==> config.mk <==
export PLATFORM = sky130hd
export DESIGN_NAME = vp8_rtp_partition_reassembly_top
export DESIGN_NICKNAME = d
export VERILOG_FILES = /design/src/sv/vrpr_pkg.sv /design/src/sv/vp8_rtp_partition_reassembly_top.sv /design/src/sv/vrpr_front.sv /design/src/sv/vrpr_queue.sv /design/src/sv/vrpr_back.sv
export SDC_FILE = /design/constraint.sdc
export NUM_CORES = 1
export LEC_CHECK = 0
export BUFFER_PORTS_ARGS = -buffer_cell sky130_fd_sc_hd__buf_2
export CAP_MARGIN = 20
export CORE_MARGIN = 4
export CORE_UTILIZATION = 59
export DETAILED_ROUTE_END_ITERATION = 8
export PLACE_DENSITY = 0.83
export RECOVER_POWER = 100
export SLEW_MARGIN = 20
export SYNTH_ARGS = -nofsm -noshare
export SYNTH_HDL_FRONTEND = slang
export SYNTH_SLANG_ARGS = --single-unit
export TNS_END_PERCENT = 50
==> constraint.sdc <==
create_clock -name i_clk -period 9.85 [get_ports i_clk]
set_clock_uncertainty 0.15 [all_clocks]
set_input_delay 1.4775 -clock i_clk [delete_from_list [all_inputs] [get_ports i_clk]]
set_output_delay 1.4775 -clock i_clk [all_outputs]
set_load 0.05 [all_outputs]
==> src/sv/vrpr_pkg.sv <==
package vrpr_pkg;

    localparam int FRAME_COUNT_BITS = 24;
    localparam int FRAME_LEN_BITS = 24;
    localparam int IN_DATA_BITS = 96;
    localparam int OUT_DATA_BITS = 64;
    localparam int QUEUE_DEPTH = 2;
    localparam int QUEUE_PTR_BITS = $clog2(QUEUE_DEPTH);
    localparam int QUEUE_CNT_BITS = $clog2(QUEUE_DEPTH + 1);

    localparam logic [7:0] DESC_X = 8'b1000_0000;
    localparam logic [7:0] DESC_S = 8'b0001_0000;
    localparam logic [7:0] EXT_I = 8'b1000_0000;
    localparam logic [7:0] EXT_L = 8'b0100_0000;
    localparam logic [7:0] EXT_T = 8'b0010_0000;
    localparam logic [7:0] EXT_K = 8'b0001_0000;
    localparam logic [7:0] PIC_M = 8'b1000_0000;

    localparam logic [FRAME_COUNT_BITS-1:0] COUNT_MAX = '1;

    typedef enum logic [1:0] {
        ST_OK    = 2'd0,
        ST_OLD   = 2'd1,
        ST_EMPTY = 2'd2,
        ST_TRUNC = 2'd3
    } t_status;

    typedef struct packed {
        logic [15:0] seq_number;
        logic        marker;
        logic        start_bit;
        logic        last_in_buffer;
        t_status     status;
        logic [15:0] payload_offset;
        logic [15:0] payload_size;
    } t_queue_item;

    typedef struct packed {
        logic                      frame_ready;
        logic [FRAME_LEN_BITS-1:0] frame_length;
        logic [15:0]               payload_size;
        logic [15:0]               payload_offset;
        logic                      hold_current;
        logic                      clear_held;
        logic                      append_current;
        logic                      append_held;
        t_status                   status;
    } t_result;

endpackage

==> src/sv/vp8_rtp_partition_reassembly_top.sv <==
// VP8 RTP depacketizer control: each input transaction summarizes one RTP
// packet, and each output transaction tells the byte mover where the VP8 data
// lies, whether the packet was dropped, and how to append or hold payloads,
// together with the saturating frame length and, on the last packet of a
// buffer, whether a frame exists. A front stage parses the payload descriptor,
// a two-entry queue decouples it from the back stage that tracks sequence
// continuity and byte counts, and a registered output stage holds the result.
// One packet is taken per clock cycle while the queue has room and the output
// is not stalled; results are registered after the queue, and the single
// back-stage update of sequence and count state sets that rate.
module vp8_rtp_partition_reassembly_top (
    input  logic                                i_clk,
    input  logic                                i_rst_n,
    input  logic                                s_axis_tvalid,
    output logic                                s_axis_tready,
    // seq_number, packet_length, header_length, padding_length,
    // payload_byte0 .. payload_byte4, zero fill
    input  logic [vrpr_pkg::IN_DATA_BITS-1:0]   s_axis_tdata,
    // marker
    input  logic                                s_axis_tuser,
    // last_in_buffer
    input  logic                                s_axis_tlast,
    output logic                                m_axis_tvalid,
    input  logic                                m_axis_tready,
    // status, append_held, append_current, clear_held, hold_current,
    // payload_offset, payload_size, frame_length, frame_ready, zero fill
    output logic [vrpr_pkg::OUT_DATA_BITS-1:0]  m_axis_tdata
);
    import vrpr_pkg::*;

    t_queue_item front_item;
    t_queue_item back_item;
    t_result     result;
    logic        front_valid;
    logic        front_ready;
    logic        back_valid;
    logic        back_ready;

    vrpr_front u_front (
        .s_axis_tvalid (s_axis_tvalid),
        .s_axis_tready (s_axis_tready),
        .s_axis_tdata  (s_axis_tdata),
        .s_axis_tuser  (s_axis_tuser),
        .s_axis_tlast  (s_axis_tlast),
        .o_item_valid  (front_valid),
        .i_item_ready  (front_ready),
        .o_item        (front_item)
    );

    vrpr_queue u_queue (
        .i_clk      (i_clk),
        .i_rst_n    (i_rst_n),
        .i_wr_valid (front_valid),
        .o_wr_ready (front_ready),
        .i_wr_item  (front_item),
        .o_rd_valid (back_valid),
        .i_rd_ready (back_ready),
        .o_rd_item  (back_item)
    );

    vrpr_back u_back (
        .i_clk        (i_clk),
        .i_rst_n      (i_rst_n),
        .i_item_valid (back_valid),
        .o_item_ready (back_ready),
        .i_item       (back_item),
        .o_res_valid  (m_axis_tvalid),
        .i_res_ready  (m_axis_tready),
        .o_res        (result)
    );

    assign m_axis_tdata = {1'b0, result};

endmodule

==> src/sv/vrpr_front.sv <==
module vrpr_front (
    input  logic                                   s_axis_tvalid,
    output logic                                   s_axis_tready,
    input  logic [vrpr_pkg::IN_DATA_BITS-1:0]      s_axis_tdata,
    input  logic                                   s_axis_tuser,
    input  logic                                   s_axis_tlast,
    output logic                                   o_item_valid,
    input  logic                                   i_item_ready,
    output vrpr_pkg::t_queue_item                  o_item
);
    import vrpr_pkg::*;

    logic [15:0] seq_number;
    logic [15:0] packet_length;
    logic [10:0] header_length;
    logic [7:0]  padding_length;
    logic [7:0]  byte0;
    logic [7:0]  byte1;
    logic [7:0]  byte2;
    logic [16:0] overhead;
    logic [15:0] avail;
    logic [2:0]  desc_len;
    logic        empty;
    logic        trunc;

    assign seq_number     = s_axis_tdata[15:0];
    assign packet_length  = s_axis_tdata[31:16];
    assign header_length  = s_axis_tdata[42:32];
    assign padding_length = s_axis_tdata[50:43];
    assign byte0          = s_axis_tdata[58:51];
    assign byte1          = s_axis_tdata[66:59];
    assign byte2          = s_axis_tdata[74:67];

    // The descriptor checks grow with its length, so it is truncated exactly
    // when the bytes left after headers and padding fall short of its length.
    always_comb begin
        desc_len = 3'd1;
        if ((byte0 & DESC_X) != 8'd0) begin
            desc_len = desc_len + 3'd1;
            if ((byte1 & EXT_I) != 8'd0) begin
                desc_len = desc_len + 3'd1;
                if ((byte2 & PIC_M) != 8'd0) begin
                    desc_len = desc_len + 3'd1;
                end
            end
            if ((byte1 & EXT_L) != 8'd0) begin
                desc_len = desc_len + 3'd1;
            end
            if ((byte1 & (EXT_T | EXT_K)) != 8'd0) begin
                desc_len = desc_len + 3'd1;
            end
        end
    end

    assign overhead = {6'd0, header_length} + {9'd0, padding_length};
    assign empty    = {1'b0, packet_length} <= overhead;
    assign avail    = packet_length - overhead[15:0];
    assign trunc    = avail < {13'd0, desc_len};

    always_comb begin
        o_item.seq_number     = seq_number;
        o_item.marker         = s_axis_tuser;
        o_item.start_bit      = (byte0 & DESC_S) != 8'd0;
        o_item.last_in_buffer = s_axis_tlast;
        o_item.status         = ST_OK;
        o_item.payload_offset = {5'd0, header_length} + {13'd0, desc_len};
        o_item.payload_size   = avail - {13'd0, desc_len};
        if (empty || trunc) begin
            o_item.status         = empty ? ST_EMPTY : ST_TRUNC;
            o_item.payload_offset = '0;
            o_item.payload_size   = '0;
        end
    end

    assign o_item_valid  = s_axis_tvalid;
    assign s_axis_tready = i_item_ready;

endmodule

==> src/sv/vrpr_queue.sv <==
module vrpr_queue (
    input  logic                  i_clk,
    input  logic                  i_rst_n,
    input  logic                  i_wr_valid,
    output logic                  o_wr_ready,
    input  vrpr_pkg::t_queue_item i_wr_item,
    output logic                  o_rd_valid,
    input  logic                  i_rd_ready,
    output vrpr_pkg::t_queue_item o_rd_item
);
    import vrpr_pkg::*;

    t_queue_item               r_mem [QUEUE_DEPTH];
    logic [QUEUE_PTR_BITS-1:0] r_wr_ptr;
    logic [QUEUE_PTR_BITS-1:0] r_rd_ptr;
    logic [QUEUE_CNT_BITS-1:0] r_count;
    logic [QUEUE_PTR_BITS-1:0] n_wr_ptr;
    logic [QUEUE_PTR_BITS-1:0] n_rd_ptr;
    logic [QUEUE_CNT_BITS-1:0] n_count;
    logic                      push;
    logic                      pop;

    assign o_wr_ready = r_count != QUEUE_CNT_BITS'(QUEUE_DEPTH);
    assign o_rd_valid = r_count != '0;
    assign o_rd_item  = r_mem[r_rd_ptr];
    assign push       = i_wr_valid && o_wr_ready;
    assign pop        = o_rd_valid && i_rd_ready;

    always_comb begin
        n_wr_ptr = r_wr_ptr;
        n_rd_ptr = r_rd_ptr;
        n_count  = r_count;
        if (push) begin
            n_wr_ptr = (r_wr_ptr == QUEUE_PTR_BITS'(QUEUE_DEPTH - 1)) ? '0 : r_wr_ptr + 1'b1;
        end
        if (pop) begin
            n_rd_ptr = (r_rd_ptr == QUEUE_PTR_BITS'(QUEUE_DEPTH - 1)) ? '0 : r_rd_ptr + 1'b1;
        end
        if (push && !pop) begin
            n_count = r_count + QUEUE_CNT_BITS'(1);
        end else if (pop && !push) begin
            n_count = r_count - QUEUE_CNT_BITS'(1);
        end
    end

    always_ff @(posedge i_clk) begin
        if (!i_rst_n) begin
            r_wr_ptr <= '0;
            r_rd_ptr <= '0;
            r_count  <= '0;
        end else begin
            r_wr_ptr <= n_wr_ptr;
            r_rd_ptr <= n_rd_ptr;
            r_count  <= n_count;
        end
    end

    always_ff @(posedge i_clk) begin
        if (push) begin
            r_mem[r_wr_ptr] <= i_wr_item;
        end
    end

endmodule

==> src/sv/vrpr_back.sv <==
module vrpr_back (
    input  logic                  i_clk,
    input  logic                  i_rst_n,
    input  logic                  i_item_valid,
    output logic                  o_item_ready,
    input  vrpr_pkg::t_queue_item i_item,
    output logic                  o_res_valid,
    input  logic                  i_res_ready,
    output vrpr_pkg::t_result     o_res
);
    import vrpr_pkg::*;

    localparam int SUM_BITS = FRAME_COUNT_BITS + 2;

    logic [15:0]                 r_expected_seq;
    logic                        r_started;
    logic                        r_continuous;
    logic [FRAME_COUNT_BITS-1:0] r_held_bytes;
    logic [FRAME_COUNT_BITS-1:0] r_frame_bytes;
    logic                        r_res_valid;
    t_result                     r_res;

    logic [15:0]                 n_expected_seq;
    logic                        n_started;
    logic                        n_continuous;
    logic [FRAME_COUNT_BITS-1:0] n_held_bytes;
    logic [FRAME_COUNT_BITS-1:0] n_frame_bytes;
    t_result                     n_res;

    logic                        take;
    logic [15:0]                 exp_eff;
    logic                        cont_eff;
    logic                        add_held;
    logic                        add_cur;
    logic [FRAME_COUNT_BITS-1:0] held_base;
    logic [SUM_BITS-1:0]         frame_sum;
    logic [SUM_BITS-1:0]         held_sum;
    logic [FRAME_COUNT_BITS-1:0] frame_new;

    assign o_item_ready = !r_res_valid || i_res_ready;
    assign take         = i_item_valid && o_item_ready;
    assign exp_eff      = r_started ? r_expected_seq : i_item.seq_number;

    always_comb begin
        n_expected_seq = r_expected_seq;
        n_started      = 1'b1;
        n_continuous   = r_continuous;
        n_held_bytes   = r_held_bytes;
        n_res          = '0;
        n_res.status   = i_item.status;
        cont_eff       = r_continuous;
        add_held       = 1'b0;
        add_cur        = 1'b0;
        held_base      = r_held_bytes;
        if (i_item.seq_number < exp_eff) begin
            n_res.status = ST_OLD;
        end else begin
            if (i_item.seq_number > exp_eff) begin
                cont_eff = 1'b0;
            end
            n_continuous   = cont_eff;
            n_expected_seq = i_item.seq_number + 16'd1;
            if (i_item.status == ST_OK) begin
                n_res.payload_offset = i_item.payload_offset;
                n_res.payload_size   = i_item.payload_size;
                if (i_item.start_bit || i_item.marker) begin
                    if (cont_eff) begin
                        add_held             = 1'b1;
                        add_cur              = i_item.marker;
                        n_res.append_held    = 1'b1;
                        n_res.append_current = i_item.marker;
                    end
                    n_res.clear_held = 1'b1;
                    held_base        = '0;
                    n_held_bytes     = '0;
                    n_continuous     = 1'b1;
                end
                if (!i_item.marker) begin
                    n_res.hold_current = 1'b1;
                end
            end
        end
        frame_sum = {2'b00, r_frame_bytes}
                  + (add_held ? {2'b00, r_held_bytes} : '0)
                  + (add_cur ? SUM_BITS'(i_item.payload_size) : '0);
        frame_new = (frame_sum > {2'b00, COUNT_MAX}) ? COUNT_MAX
                                                     : frame_sum[FRAME_COUNT_BITS-1:0];
        held_sum  = {2'b00, held_base} + SUM_BITS'(i_item.payload_size);
        if (n_res.hold_current) begin
            n_held_bytes = (held_sum > {2'b00, COUNT_MAX}) ? COUNT_MAX
                                                           : held_sum[FRAME_COUNT_BITS-1:0];
        end
        n_frame_bytes      = frame_new;
        n_res.frame_length = FRAME_LEN_BITS'(frame_new);
        if (i_item.last_in_buffer) begin
            n_res.frame_ready = frame_new != '0;
            n_expected_seq    = '0;
            n_started         = 1'b0;
            n_continuous      = 1'b0;
            n_held_bytes      = '0;
            n_frame_bytes     = '0;
        end
    end

    always_ff @(posedge i_clk) begin
        if (!i_rst_n) begin
            r_expected_seq <= '0;
            r_started      <= 1'b0;
            r_continuous   <= 1'b0;
            r_held_bytes   <= '0;
            r_frame_bytes  <= '0;
            r_res_valid    <= 1'b0;
        end else begin
            if (take) begin
                r_expected_seq <= n_expected_seq;
                r_started      <= n_started;
                r_continuous   <= n_continuous;
                r_held_bytes   <= n_held_bytes;
                r_frame_bytes  <= n_frame_bytes;
                r_res_valid    <= 1'b1;
            end else if (i_res_ready) begin
                r_res_valid <= 1'b0;
            end
        end
    end

    always_ff @(posedge i_clk) begin
        if (take) begin
            r_res <= n_res;
        end
    end

    assign o_res_valid = r_res_valid;
    assign o_res       = r_res;

endmodule
==> summary.txt, run 1 <==
Die
  • Die area: 0.0263 sq mm
  • Starting Density: 0.598
  • Rows: 56
  • Die W: 162 um
  • Number of top-level pins: 168
  • DIE HEIGHT: 162 um
  • Core area: 0.0235 sq mm

Finish
  • Area Growth Syn to Fin: 10.9%
  • Final nets: 1690
  • Final Instance Count excl. Fillers: 1811
  • Share of cells above drive strength 1: 0.0958
  • Layout Utilization: 0.664
  • Filler cells: 1839
  • Post-Layout Inst Area: 0.0156 sq mm
  • Number of antenna diodes: 0

Route
  • ANT nets after route: 0
  • DRT iter0 DRCs: 784
  • Drt pass-1 iters: 7
  • Vias: 10500
  • DRC: 0
  • Routed wire per std cell: 16.8 um
  • Final WL: 30500 um
  • Drt via density: 5.77

Run status
  • Failing checks: capacitance limit, slew limit
  • Status: finished with violations

Clocking
  • H-tree levels: 1
  • Post_cts resized: 0
  • CTS max path bufs: 3
  • Clk sink count: 229
  • Number of buffers created by CTS: 25
  • Clk root buf: clkbuf_16
  • Setup bufs post-CTS: 0
  • TritonCTS clock tree: yes
  • Clk_lat worst skew: 0.52 ns
  • Hold buffer count at CTS: 0
  • Clock transition at path regs: 0.06 ns

Timing
  • Relative slew slack: -1.31
  • Final-report hold violation count: 0
  • Tmin final: 8.46 ns
  • Ratio of final minimum period to clock period: 0.858
  • Slew at the pin with the worst max-slew slack: 3.47 ns
  • Max frequency: 118 MHz
  • Endpoints failing setup: 0
  • Max Transition Viols Final: 165
  • RSZ-0062 raised after global routing: false
  • Final setup margin: 1.39 ns
  • Setup_tns: 0 ns

Yosys
  • Yosys top cell by area: edfxtp_1
  • Synth area leaders: edfxtp_1 34%, dfxtp_1 10%, ha_1 8.1%
  • Mapped Cells: 1364
  • #FFs+latches synth: 229
  • Distinct cell type count after synthesis: 82
  • Synth Cell Area: 0.0140 sq mm
  • Sequential-to-total area share from yosys stat: 0.438
  • Synth warn: 0
  • Post-synth EDFFs: 157
  • Most frequent cell after synthesis: edfxtp_1
  • Mean area per synthesized cell: 10.3 sq um
  • Most frequent cells after synthesis: 157 x edfxtp_1, 118 x nand2_1, 96 x nor2_1
  • Synth top area share: 0.336
  • Ys async rst share: 0
  • Most used DFF post-synth: edfxtp_1

Worst setup path
  • Arr. time, crit path: 8.56 ns
  • CP max FO: 39
  • Critical path type: reg2reg
  • Type of origin of the critical path: flip-flop
  • Worst path max stage delay: 0.86 ns
  • Worst endpoint required time: 9.95 ns
  • Critical Path End Type: flip-flop
  • Critical path's slowest cell: dfxtp_1

Place
  • Port Buf Inserts: 124
  • Routability cong.: 0.934
  • Placement Cell Area: 0.0149 sq mm
  • Place WS: 1.85 ns
  • Post-Place Cells: 1767
  • Detailed Place HPWL: 21700 um

Worst hold path
  • HP Class: reg2reg

GRT
  • Initial antenna violation count: 0
  • Largest net degree at the start of global routing: 64
  • GR Util All Layers: 0.229
  • Vias in the first global route: 10300
  • Global-route wire length before repair: 49900 um
  • Remaining Overflow, GRT: 0

Pwr
  • Pwr Density: 250 mW/mm^2
  • Sw frac: 0.405
  • Seq pwr share: 0.366
  • Peak VDD IR: 0.195 mV
  • Comb power frac: 0.399
  • Clock power frac: 0.235
  • NetSw: 0.00158 W
  • Leakage: 6.35 nW
  • Power Internal: 0.00231 W

Flow run
  • Max-Cap Viols: 3
cell usage in the layout, fill, tap and decap left out, types with 31 or more instances in the layout:
cell	netlist	final
a21oi_1	52	52
buf_2	8	53
nand2_1	118	128
nor2_1	96	95
clkbuf_1	33	84
o21ai_0	36	37
ha_1	91	91
edfxtp_1	157	157
inv_1	84	83
a21o_1	31	31
mux2i_1	35	35
xnor2_1	51	51
nor2b_1	65	65
dfxtp_1	72	72
worst max-delay path: cells and delay by family (launching register included):
family | cells | cell delay (ns)
simple gates | 9 | 2.15
compound gates | 9 | 1.97
buf+inv | 3 | 1.29
fa+ha+maj | 3 | 1.15
flops | 1 | 0.86
mux | 2 | 0.58
area by class of cell:
class                      instances  area (sq um)  area share
clock buffer                      36           739      0.0475
timing repair buffer             134           581      0.0373
clock inverter                     8          77.6     0.00498
sequential                       229          6160       0.395
inverter                          84           315      0.0202
tap                              319           399      0.0256
multi-input combinational       1001          7310       0.469
path summary, 6_finish.rpt:
path / start / cells past startpoint / slack (ns) / end
setup / recovery: flip-flop / 26 / 1.39 / u_back.o_res[62]
hold / removal: u_back.r_held_bytes[9] / 2 / 0.30 / u_back.r_held_bytes[9]
setup reg to reg: flip-flop / 26 / 1.39 / u_back.o_res[62]
hold reg to reg: u_back.r_held_bytes[9] / 2 / 0.30 / u_back.r_held_bytes[9]
power by group through the flow:
stage / combinational [W] / sequential [W] / clock (W)
2_1_floorplan: 0.000828 / 0.00181 / 0
3_3_place_gp: 0.00155 / 0.00141 / 0
3_5_place_dp: 0.00158 / 0.00142 / 0
4_1_cts: 0.00159 / 0.00140 / 0.000930
5_1_grt: 0.00168 / 0.00144 / 0.000982
6_report: 0.00155 / 0.00142 / 0.000915
metrics by stage:
step | power, W | hold slack, ns
floorplan | 0.00264 | 0.277
global placement | 0.00296 | 0.288
detailed placement | 0.00300 | 0.293
CTS | 0.00393 | 0.304
global route | 0.00411 | 0.325
finish | 0.00389 | 0.304
cells by family after synthesis:
family,after synthesis,share of synthesized area
adder cells (fa/ha/maj),113,0.112
other,1,0.000267
AND/OR/NAND/NOR,449,0.162
multiplexers,64,0.0482
flip-flops,229,0.438
buffers and inverters,138,0.0411
AO/OA/AOI/OAI,291,0.148
XOR/XNOR,79,0.0493
per-layer routing:
| metal | vias to the layer above | part of all wire | track usage |
|---|---|---|---|
| met2 | 322 | 0.48 | 0.401 |
| met4 | 0 | 0.029 | 0.0696 |
| met3 | 66 | 0.059 | 0.0330 |
| li1 | 5160 | - | - |
| met5 | - | 0 | 0 |
| met1 | 4903 | 0.43 | 0.296 |
sequential cells by signal, summed over array words and instances, names as in the netlist, named ones only:
| register | cells |
|---|---|
| u_back.o_res_valid | 1 |
| u_back.r_frame_bytes | 24 |
| u_queue.r_mem | 98 |
| u_back.r_held_bytes | 24 |
| u_back.r_started | 1 |
| u_back.r_expected_seq | 16 |
| u_back.r_continuous | 1 |
| u_queue.r_count | 2 |
| u_queue.r_rd_ptr | 1 |
| u_back.o_res | 59 |
| u_queue.r_wr_ptr | 1 |
Power figures use the tool's default switching activity.
==> inputs of run 2 (changes only) <==
CORE_ASPECT_RATIO = 0.7   (was unset)
==> run 2 against run 1 <==
Compared with the run above: the flow still finishes with violations (capacitance limit, slew limit); setup slack better by 0.011 ns; final area hardly changed; flip-flop and latch count stayed put; critical path depth stayed put; largest cell class unchanged.
==> summary.txt, run 2 (synthesized netlist as in run 1, its figures left out) <==
Timing
  • Endpoints failing setup: 0 (unchanged)
  • Ratio of final minimum period to clock period: 0.857 (-0.00116)
  • Relative slew slack: -1.02 (+0.290)
  • Tmin final: 8.44 ns (-0.0114 ns)
  • Setup_tns: 0 ns (unchanged)
  • Max frequency: 118 MHz (+0.13%)
  • RSZ-0062 raised after global routing: false
  • Max Transition Viols Final: 151 (-8.5%)
  • Slew at the pin with the worst max-slew slack: 3.04 ns (-0.436 ns)
  • Final-report hold violation count: 0 (unchanged)

Clocking
  • Post_cts resized: 0 (unchanged)
  • Number of buffers created by CTS: 23 (-8.0%)
  • Setup bufs post-CTS: 0 (unchanged)
  • Clock transition at path regs: 0.07 ns (about the same)
  • TritonCTS clock tree: yes
  • Clk sink count: 229 (unchanged)
  • H-tree levels: 1 (unchanged)
  • CTS max path bufs: 3 (unchanged)
  • Hold buffer count at CTS: 0 (unchanged)
  • Clk_lat worst skew: 0.52 ns (about the same)
  • Clk root buf: clkbuf_16

Die
  • Rows: 46 (-18%)
  • Die W: 192 um (+19%)
  • DIE HEIGHT: 137 um (-16%)
  • Starting Density: 0.610 (+0.0117)
  • Die area: 0.0264 sq mm (+0.15%)
  • Number of top-level pins: 168 (unchanged)
  • Core area: 0.0230 sq mm (-1.9%)

Place
  • Port Buf Inserts: 124 (unchanged)
  • Routability cong.: 0.916 (-1.9%)
  • Post-Place Cells: 1762 (-0.28%)
  • Detailed Place HPWL: 23300 um (+7.2%)

Flow run
  • Max-Cap Viols: 3 (unchanged)

Route
  • Metal-1 WL: 15000 um (+13%)
  • ANT nets after route: 0 (unchanged)
  • Vias: 10900 (+4.1%)
  • Drt via density: 6.03 (+4.5%)
  • Wire length on met2: 14500 um (-0.25%)
  • Final WL: 32700 um (+7.4%)
  • Drt pass-1 iters: 5 (-2)
  • DRT iter0 DRCs: 988 (+26%)
  • WL met3: 2470 um (+37%)
  • Routed wire per std cell: 18.2 um (+7.8%)
  • DRC: 0 (unchanged)
  • Max layer used: met4

Worst setup path
  • Capture point of the worst reg-to-reg path: u_back.o_res[62]
  • R2R cell count: 26 (unchanged)
  • End point of the critical path: u_back.o_res[62]
  • Worst endpoint required time: 9.95 ns (about the same)
  • Critical path type: reg2reg
  • Type of origin of the critical path: flip-flop
  • Arr. time, crit path: 8.55 ns (about the same)
  • Critical Path End Type: flip-flop
  • Worst reg2reg setup slack: 1.41 ns (about the same)
  • CP max FO: 22 (-44%)

GRT
  • Largest net degree at the start of global routing: 51 (-20%)
  • Global-route wire length before repair: 52500 um (+5.2%)
  • GR Util All Layers: 0.246 (+0.0165)
  • Initial antenna violation count: 0 (unchanged)
  • Remaining Overflow, GRT: 0 (unchanged)
  • Vias in the first global route: 10600 (+2.5%)

Finish
  • Final nets: 1690 (unchanged)
  • Filler cells: 1832 (-0.38%)
  • Area Growth Syn to Fin: 10.9% (about the same)
  • Final Instance Count excl. Fillers: 1803 (-0.44%)
  • Commonest non-fill, non-tap cells in the layout: 157 x edfxtp_1, 127 x nand2_1, 95 x nor2_1
  • Share of cells above drive strength 1: 0.0993 (+0.00342)
  • Largest register FFs: 98 (unchanged)
  • Largest Register: u_queue.r_mem
  • Number of antenna diodes: 0 (unchanged)
  • Most common cell after layout, fill and taps aside: edfxtp_1
  • Layout Utilization: 0.676 (+0.0127)

Pwr
  • Leakage: 6.36 nW (+0.21%)
  • Comb power frac: 0.404 (+0.005)
  • Seq pwr share: 0.361 (-0.005)
  • NetSw: 0.00159 W (+0.88%)
  • Sw frac: 0.407 (+0.00226)
  • Pwr Density: 251 mW/mm^2 (+0.37%)
  • Clock power frac: 0.234 (about the same)
  • Peak VDD IR: 0.237 mV (+22%)
  • Power Internal: 0.00231 W (about the same)

Run status
  • Failing checks: capacitance limit, slew limit
  • Status: finished with violations

Worst hold path
  • HP Class: reg2reg
-- run 2: changes by cell type in the layout (fill, tap and decap cells not counted), moves of 2 or more --
cell and change:
clkbuf_1 -5, buf_4 +2, clkbuf_8 +4, clkbuf_16 -3
-- run 2: worst min-delay path by stage --
stage                             from                       to  slack, ns  depth (start not counted)
2_1_floorplan  u_back.r_held_bytes[12]  u_back.r_held_bytes[12]       0.28                          2
3_3_place_gp   u_back.r_held_bytes[12]  u_back.r_held_bytes[12]       0.29                          2
3_5_place_dp    u_back.r_held_bytes[5]   u_back.r_held_bytes[5]       0.29                          2
4_1_cts         u_back.r_held_bytes[5]   u_back.r_held_bytes[5]       0.30                          2
5_1_grt         u_back.r_held_bytes[5]   u_back.r_held_bytes[5]       0.32                          2
6_report        u_back.r_held_bytes[5]   u_back.r_held_bytes[5]       0.30                          2
-- run 2: metal layers --
layer | global-route usage | vias to the layer above
met4 | 0.0645 | 0
met2 | 0.392 | 427
li1 | - | 5167
met5 | 0 | -
met1 | 0.354 | 5214
met3 | 0.0370 | 67
-- run 2: critical path, cell delays in order (launching register included) --
cell and delay, ns:
dfxtp_1 0.97, mux2_2 0.45, mux2i_1 0.14, ha_1 0.27, nor2b_1 0.13, o21a_1 0.16, o21a_1 0.18, o21bai_1 0.13
nand3_1 0.21, o21ai_0 0.15, nand2_1 0.22, nor2_1 0.19, clkbuf_1 0.72, and2_0 0.26, fa_1 0.43, ha_1 0.24
inv_1 0.07, fa_1 0.20, nor2b_1 0.07, o31a_1 0.30, o21ai_0 0.36, a211oi_1 0.17, or3_1 0.35, a2111oi_0 0.76
nand4_1 0.33, nor4bb_1 0.42, a21boi_0 0.14
-- run 2: cell type report --
class / count / area [sq um] / area share
multi-input combinational: 1001 / 7320 / 0.470
sequential: 229 / 6160 / 0.395
clock buffer: 33 / 704 / 0.0452
timing repair buffer: 136 / 597 / 0.0383
tap: 312 / 390 / 0.0251
inverter: 84 / 315 / 0.0202
clock inverter: 8 / 95.1 / 0.00611
-- run 2: power by group through the flow --
stage | Sequential [W] | Combinational, W | Clock, W
3_3_place_gp | 0.00141 | 0.00156 | 0
6_report | 0.00141 | 0.00158 | 0.000914
3_5_place_dp | 0.00141 | 0.00160 | 0
5_1_grt | 0.00143 | 0.00171 | 0.000965
2_1_floorplan | 0.00181 | 0.000828 | 0
4_1_cts | 0.00140 | 0.00161 | 0.000927
-- run 2: through the flow --
step	hold slack (ns)	cell area [sq um]	total power (W)	worst slack, ns
2_1_floorplan	0.277	14100	0.00264	2.64
3_3_place_gp	0.288	14900	0.00297	2.65
3_5_place_dp	0.291	14900	0.00301	2.49
4_1_cts	0.300	15700	0.00394	2.46
5_1_grt	0.321	15600	0.00411	0.973
6_report	0.299	15600	0.00390	1.41
==> inputs of run 3 (changes only) <==
BUFFER_PORTS_ARGS = -buffer_cell sky130_fd_sc_hd__clkbuf_2   (was -buffer_cell sky130_fd_sc_hd__buf_2)
==> run 3 against run 2 <==
Compared with the run above: the flow still finishes with violations (capacitance limit, slew limit); sequential power is essentially flat; flip-flop and latch count is the same; via count shrank 0.63%; register-to-register slack gained 0.05 ns; first-iteration DRC count shrank 2.9%; maximum frequency grew 0.59%; routed wire length shrank 2.1%; utilization shrank 0.44 points; cell count is the same; sequential share of layout area grew 0.26 points.
==> summary.txt, run 3 (synthesized netlist as in run 1, its figures left out) <==
Clocking
  • Setup bufs post-CTS: 0 (unchanged)
  • CTS max path bufs: 3 (unchanged)
  • Clk sink count: 229 (unchanged)
  • Hold buffer count at CTS: 0 (unchanged)
  • Clk_lat worst skew: 0.51 ns (about the same)
  • Clock transition at path regs: 0.06 ns (about the same)
  • Number of buffers created by CTS: 23 (unchanged)
  • TritonCTS clock tree: yes
  • Post_cts resized: 0 (unchanged)
  • Clk root buf: clkbuf_16
  • H-tree levels: 1 (unchanged)

Finish
  • Layout Utilization: 0.672 (-0.00440)
  • Sequential cell area: 0.00616 sq mm (unchanged)
  • Largest Register: u_queue.r_mem
  • Number of antenna diodes: 0 (unchanged)
  • Multi-input logic area: 0.00731 sq mm (-0.12%)
  • Post-Layout Inst Area: 0.0155 sq mm (-0.65%)
  • Largest register FFs: 98 (unchanged)
  • Final nets: 1690 (unchanged)
  • Commonest non-fill, non-tap cells in the layout: 157 x edfxtp_1, 128 x nand2_1, 95 x nor2_1
  • Most common cell after layout, fill and taps aside: edfxtp_1
  • Filler cells: 1773 (-3.2%)
  • Final Instance Count excl. Fillers: 1803 (unchanged)
  • Area Growth Syn to Fin: 10.2%
  • Share of cells above drive strength 1: 0.0905 (-0.00872)

Die
  • Die W: 192 um (unchanged)
  • Core area: 0.0230 sq mm (unchanged)
  • Starting Density: 0.610 (unchanged)
  • DIE HEIGHT: 137 um (unchanged)
  • Die area: 0.0264 sq mm (unchanged)
  • Number of top-level pins: 168 (unchanged)
  • Rows: 46 (unchanged)

GRT
  • Initial antenna violation count: 0 (unchanged)
  • Remaining Overflow, GRT: 0 (unchanged)
  • Vias in the first global route: 10600 (-0.0094%)
  • Largest net degree at the start of global routing: 51 (unchanged)
  • Global-route wire length before repair: 52000 um (-0.92%)
  • GR Util All Layers: 0.242 (-0.00330)

Place
  • Post-Place Cells: 1762 (unchanged)
  • Port Buf Inserts: 124 (unchanged)
  • Detailed Place HPWL: 23000 um (-1.3%)
  • Placement Cell Area: 0.0149 sq mm (unchanged)
  • Routability cong.: 0.938 (+2.3%)

Worst setup path
  • Critical path type: reg2reg
  • Type of origin of the critical path: flip-flop
  • CP max FO: 30 (+36%)
  • Worst endpoint required time: 9.95 ns (about the same)
  • Arr. time, crit path: 8.49 ns (-0.06 ns)
  • CP bufs+invs: 4 (+2)
  • Worst path max stage delay: 0.96 ns (about the same)
  • Critical Path End Type: flip-flop
  • Top delay family on crit path: simple AND/OR/NAND/NOR gates
  • Cell mode on critical path: nand3_1
  • Critical path's slowest cell: dfxtp_1

Flow run
  • Max-Cap Viols: 3 (unchanged)

Run status
  • Failing checks: capacitance limit, slew limit
  • Status: finished with violations

Timing
  • Final-report hold violation count: 0 (unchanged)
  • Ratio of final minimum period to clock period: 0.852 (-0.00500)
  • Hold_ws: 0.301 ns (+0.00159 ns)
  • Relative slew slack: -1.11 (-0.0849)
  • Endpoints failing setup: 0 (unchanged)
  • Max frequency: 119 MHz (+0.59%)
  • Slew at the pin with the worst max-slew slack: 3.16 ns (+0.127 ns)
  • Max Transition Viols Final: 151 (unchanged)
  • Tmin final: 8.40 ns (-0.0492 ns)
  • RSZ-0062 raised after global routing: false
  • Setup_tns: 0 ns (unchanged)

Pwr
  • Peak VDD IR: 0.219 mV (-7.6%)
  • Pwr Density: 247 mW/mm^2 (-1.6%)
  • Leakage: 6.30 nW (-1.0%)

Route
  • Final WL: 32000 um (-2.1%)
  • DRT iter0 DRCs: 959 (-2.9%)
  • Drt pass-1 iters: 5 (unchanged)
  • Routed wire per std cell: 17.8 um (-2.1%)
  • Vias: 10800 (-0.63%)
  • DRC: 0 (unchanged)
  • Drt via density: 5.99 (-0.63%)
  • ANT nets after route: 0 (unchanged)

Worst hold path
  • HP Class: reg2reg
==> run 3: layer usage <==
layer / GRT usage / wire (um) / up-vias
met3: 0.0492 / 2880 / 67
li1: - / - / 5168
met1: 0.344 / 14300 / 5130
met2: 0.380 / 14000 / 442
met5: 0 / 0 / -
met4: 0.0681 / 874 / 0
==> run 3: final timing paths <==
kind / startpoint / to / slack, ns / cells after the start
min reg2reg: u_back.r_held_bytes[13] / u_back.r_held_bytes[13] / 0.30 / 2
max: flip-flop / u_back.o_res[62] / 1.45 / 26
min: u_back.r_held_bytes[13] / u_back.r_held_bytes[13] / 0.30 / 2
max reg2reg: flip-flop / u_back.o_res[62] / 1.45 / 26
==> run 3: worst register-to-register path, cell delays in order, from the launching register on <==
cell       delay, ns
dfxtp_1         0.96
mux2i_1         0.30
inv_1           0.14
mux2i_1         0.08
ha_1            0.32
nand3_1         0.11
nor3_1          0.28
nand2_1         0.09
o21bai_1        0.16
nand3_1         0.23
nand3_1         0.14
buf_4           0.28
nor3_1          0.20
clkbuf_1        0.62
nand2_1         0.19
fa_1            0.53
inv_1           0.04
ha_1            0.34
nor2b_1         0.17
o31a_1          0.30
o21ai_0         0.43
a211oi_1        0.18
or3_1           0.35
a2111oi_0       0.69
nand4_1         0.31
nor4bb_1        0.39
a21boi_0        0.14
==> run 3: metrics by stage <==
stage	power (W)	setup WS, ns
global route	0.00403	0.943
detailed placement	0.00301	2.36
floorplan	0.00264	2.64
finish	0.00382	1.45
CTS	0.00386	2.33
global placement	0.00297	2.59
==> run 3: area by class of cell <==
cell class                      count  share of cell area
Timing Repair Buffer              136              0.0382
Clock buffer                       31              0.0404
Inverter                           84              0.0204
Sequential cell                   229               0.398
Tap cell                          312              0.0252
Multi-Input combinational cell   1001               0.472
Clock inverter                     10             0.00566
==> run 3: power breakdown <==
group          leakage [nW]  internal (W)  switching [W]
clock network         0.347      0.000474       0.000363
logic                  3.87      0.000439        0.00113
registers              2.08       0.00132      0.0000861
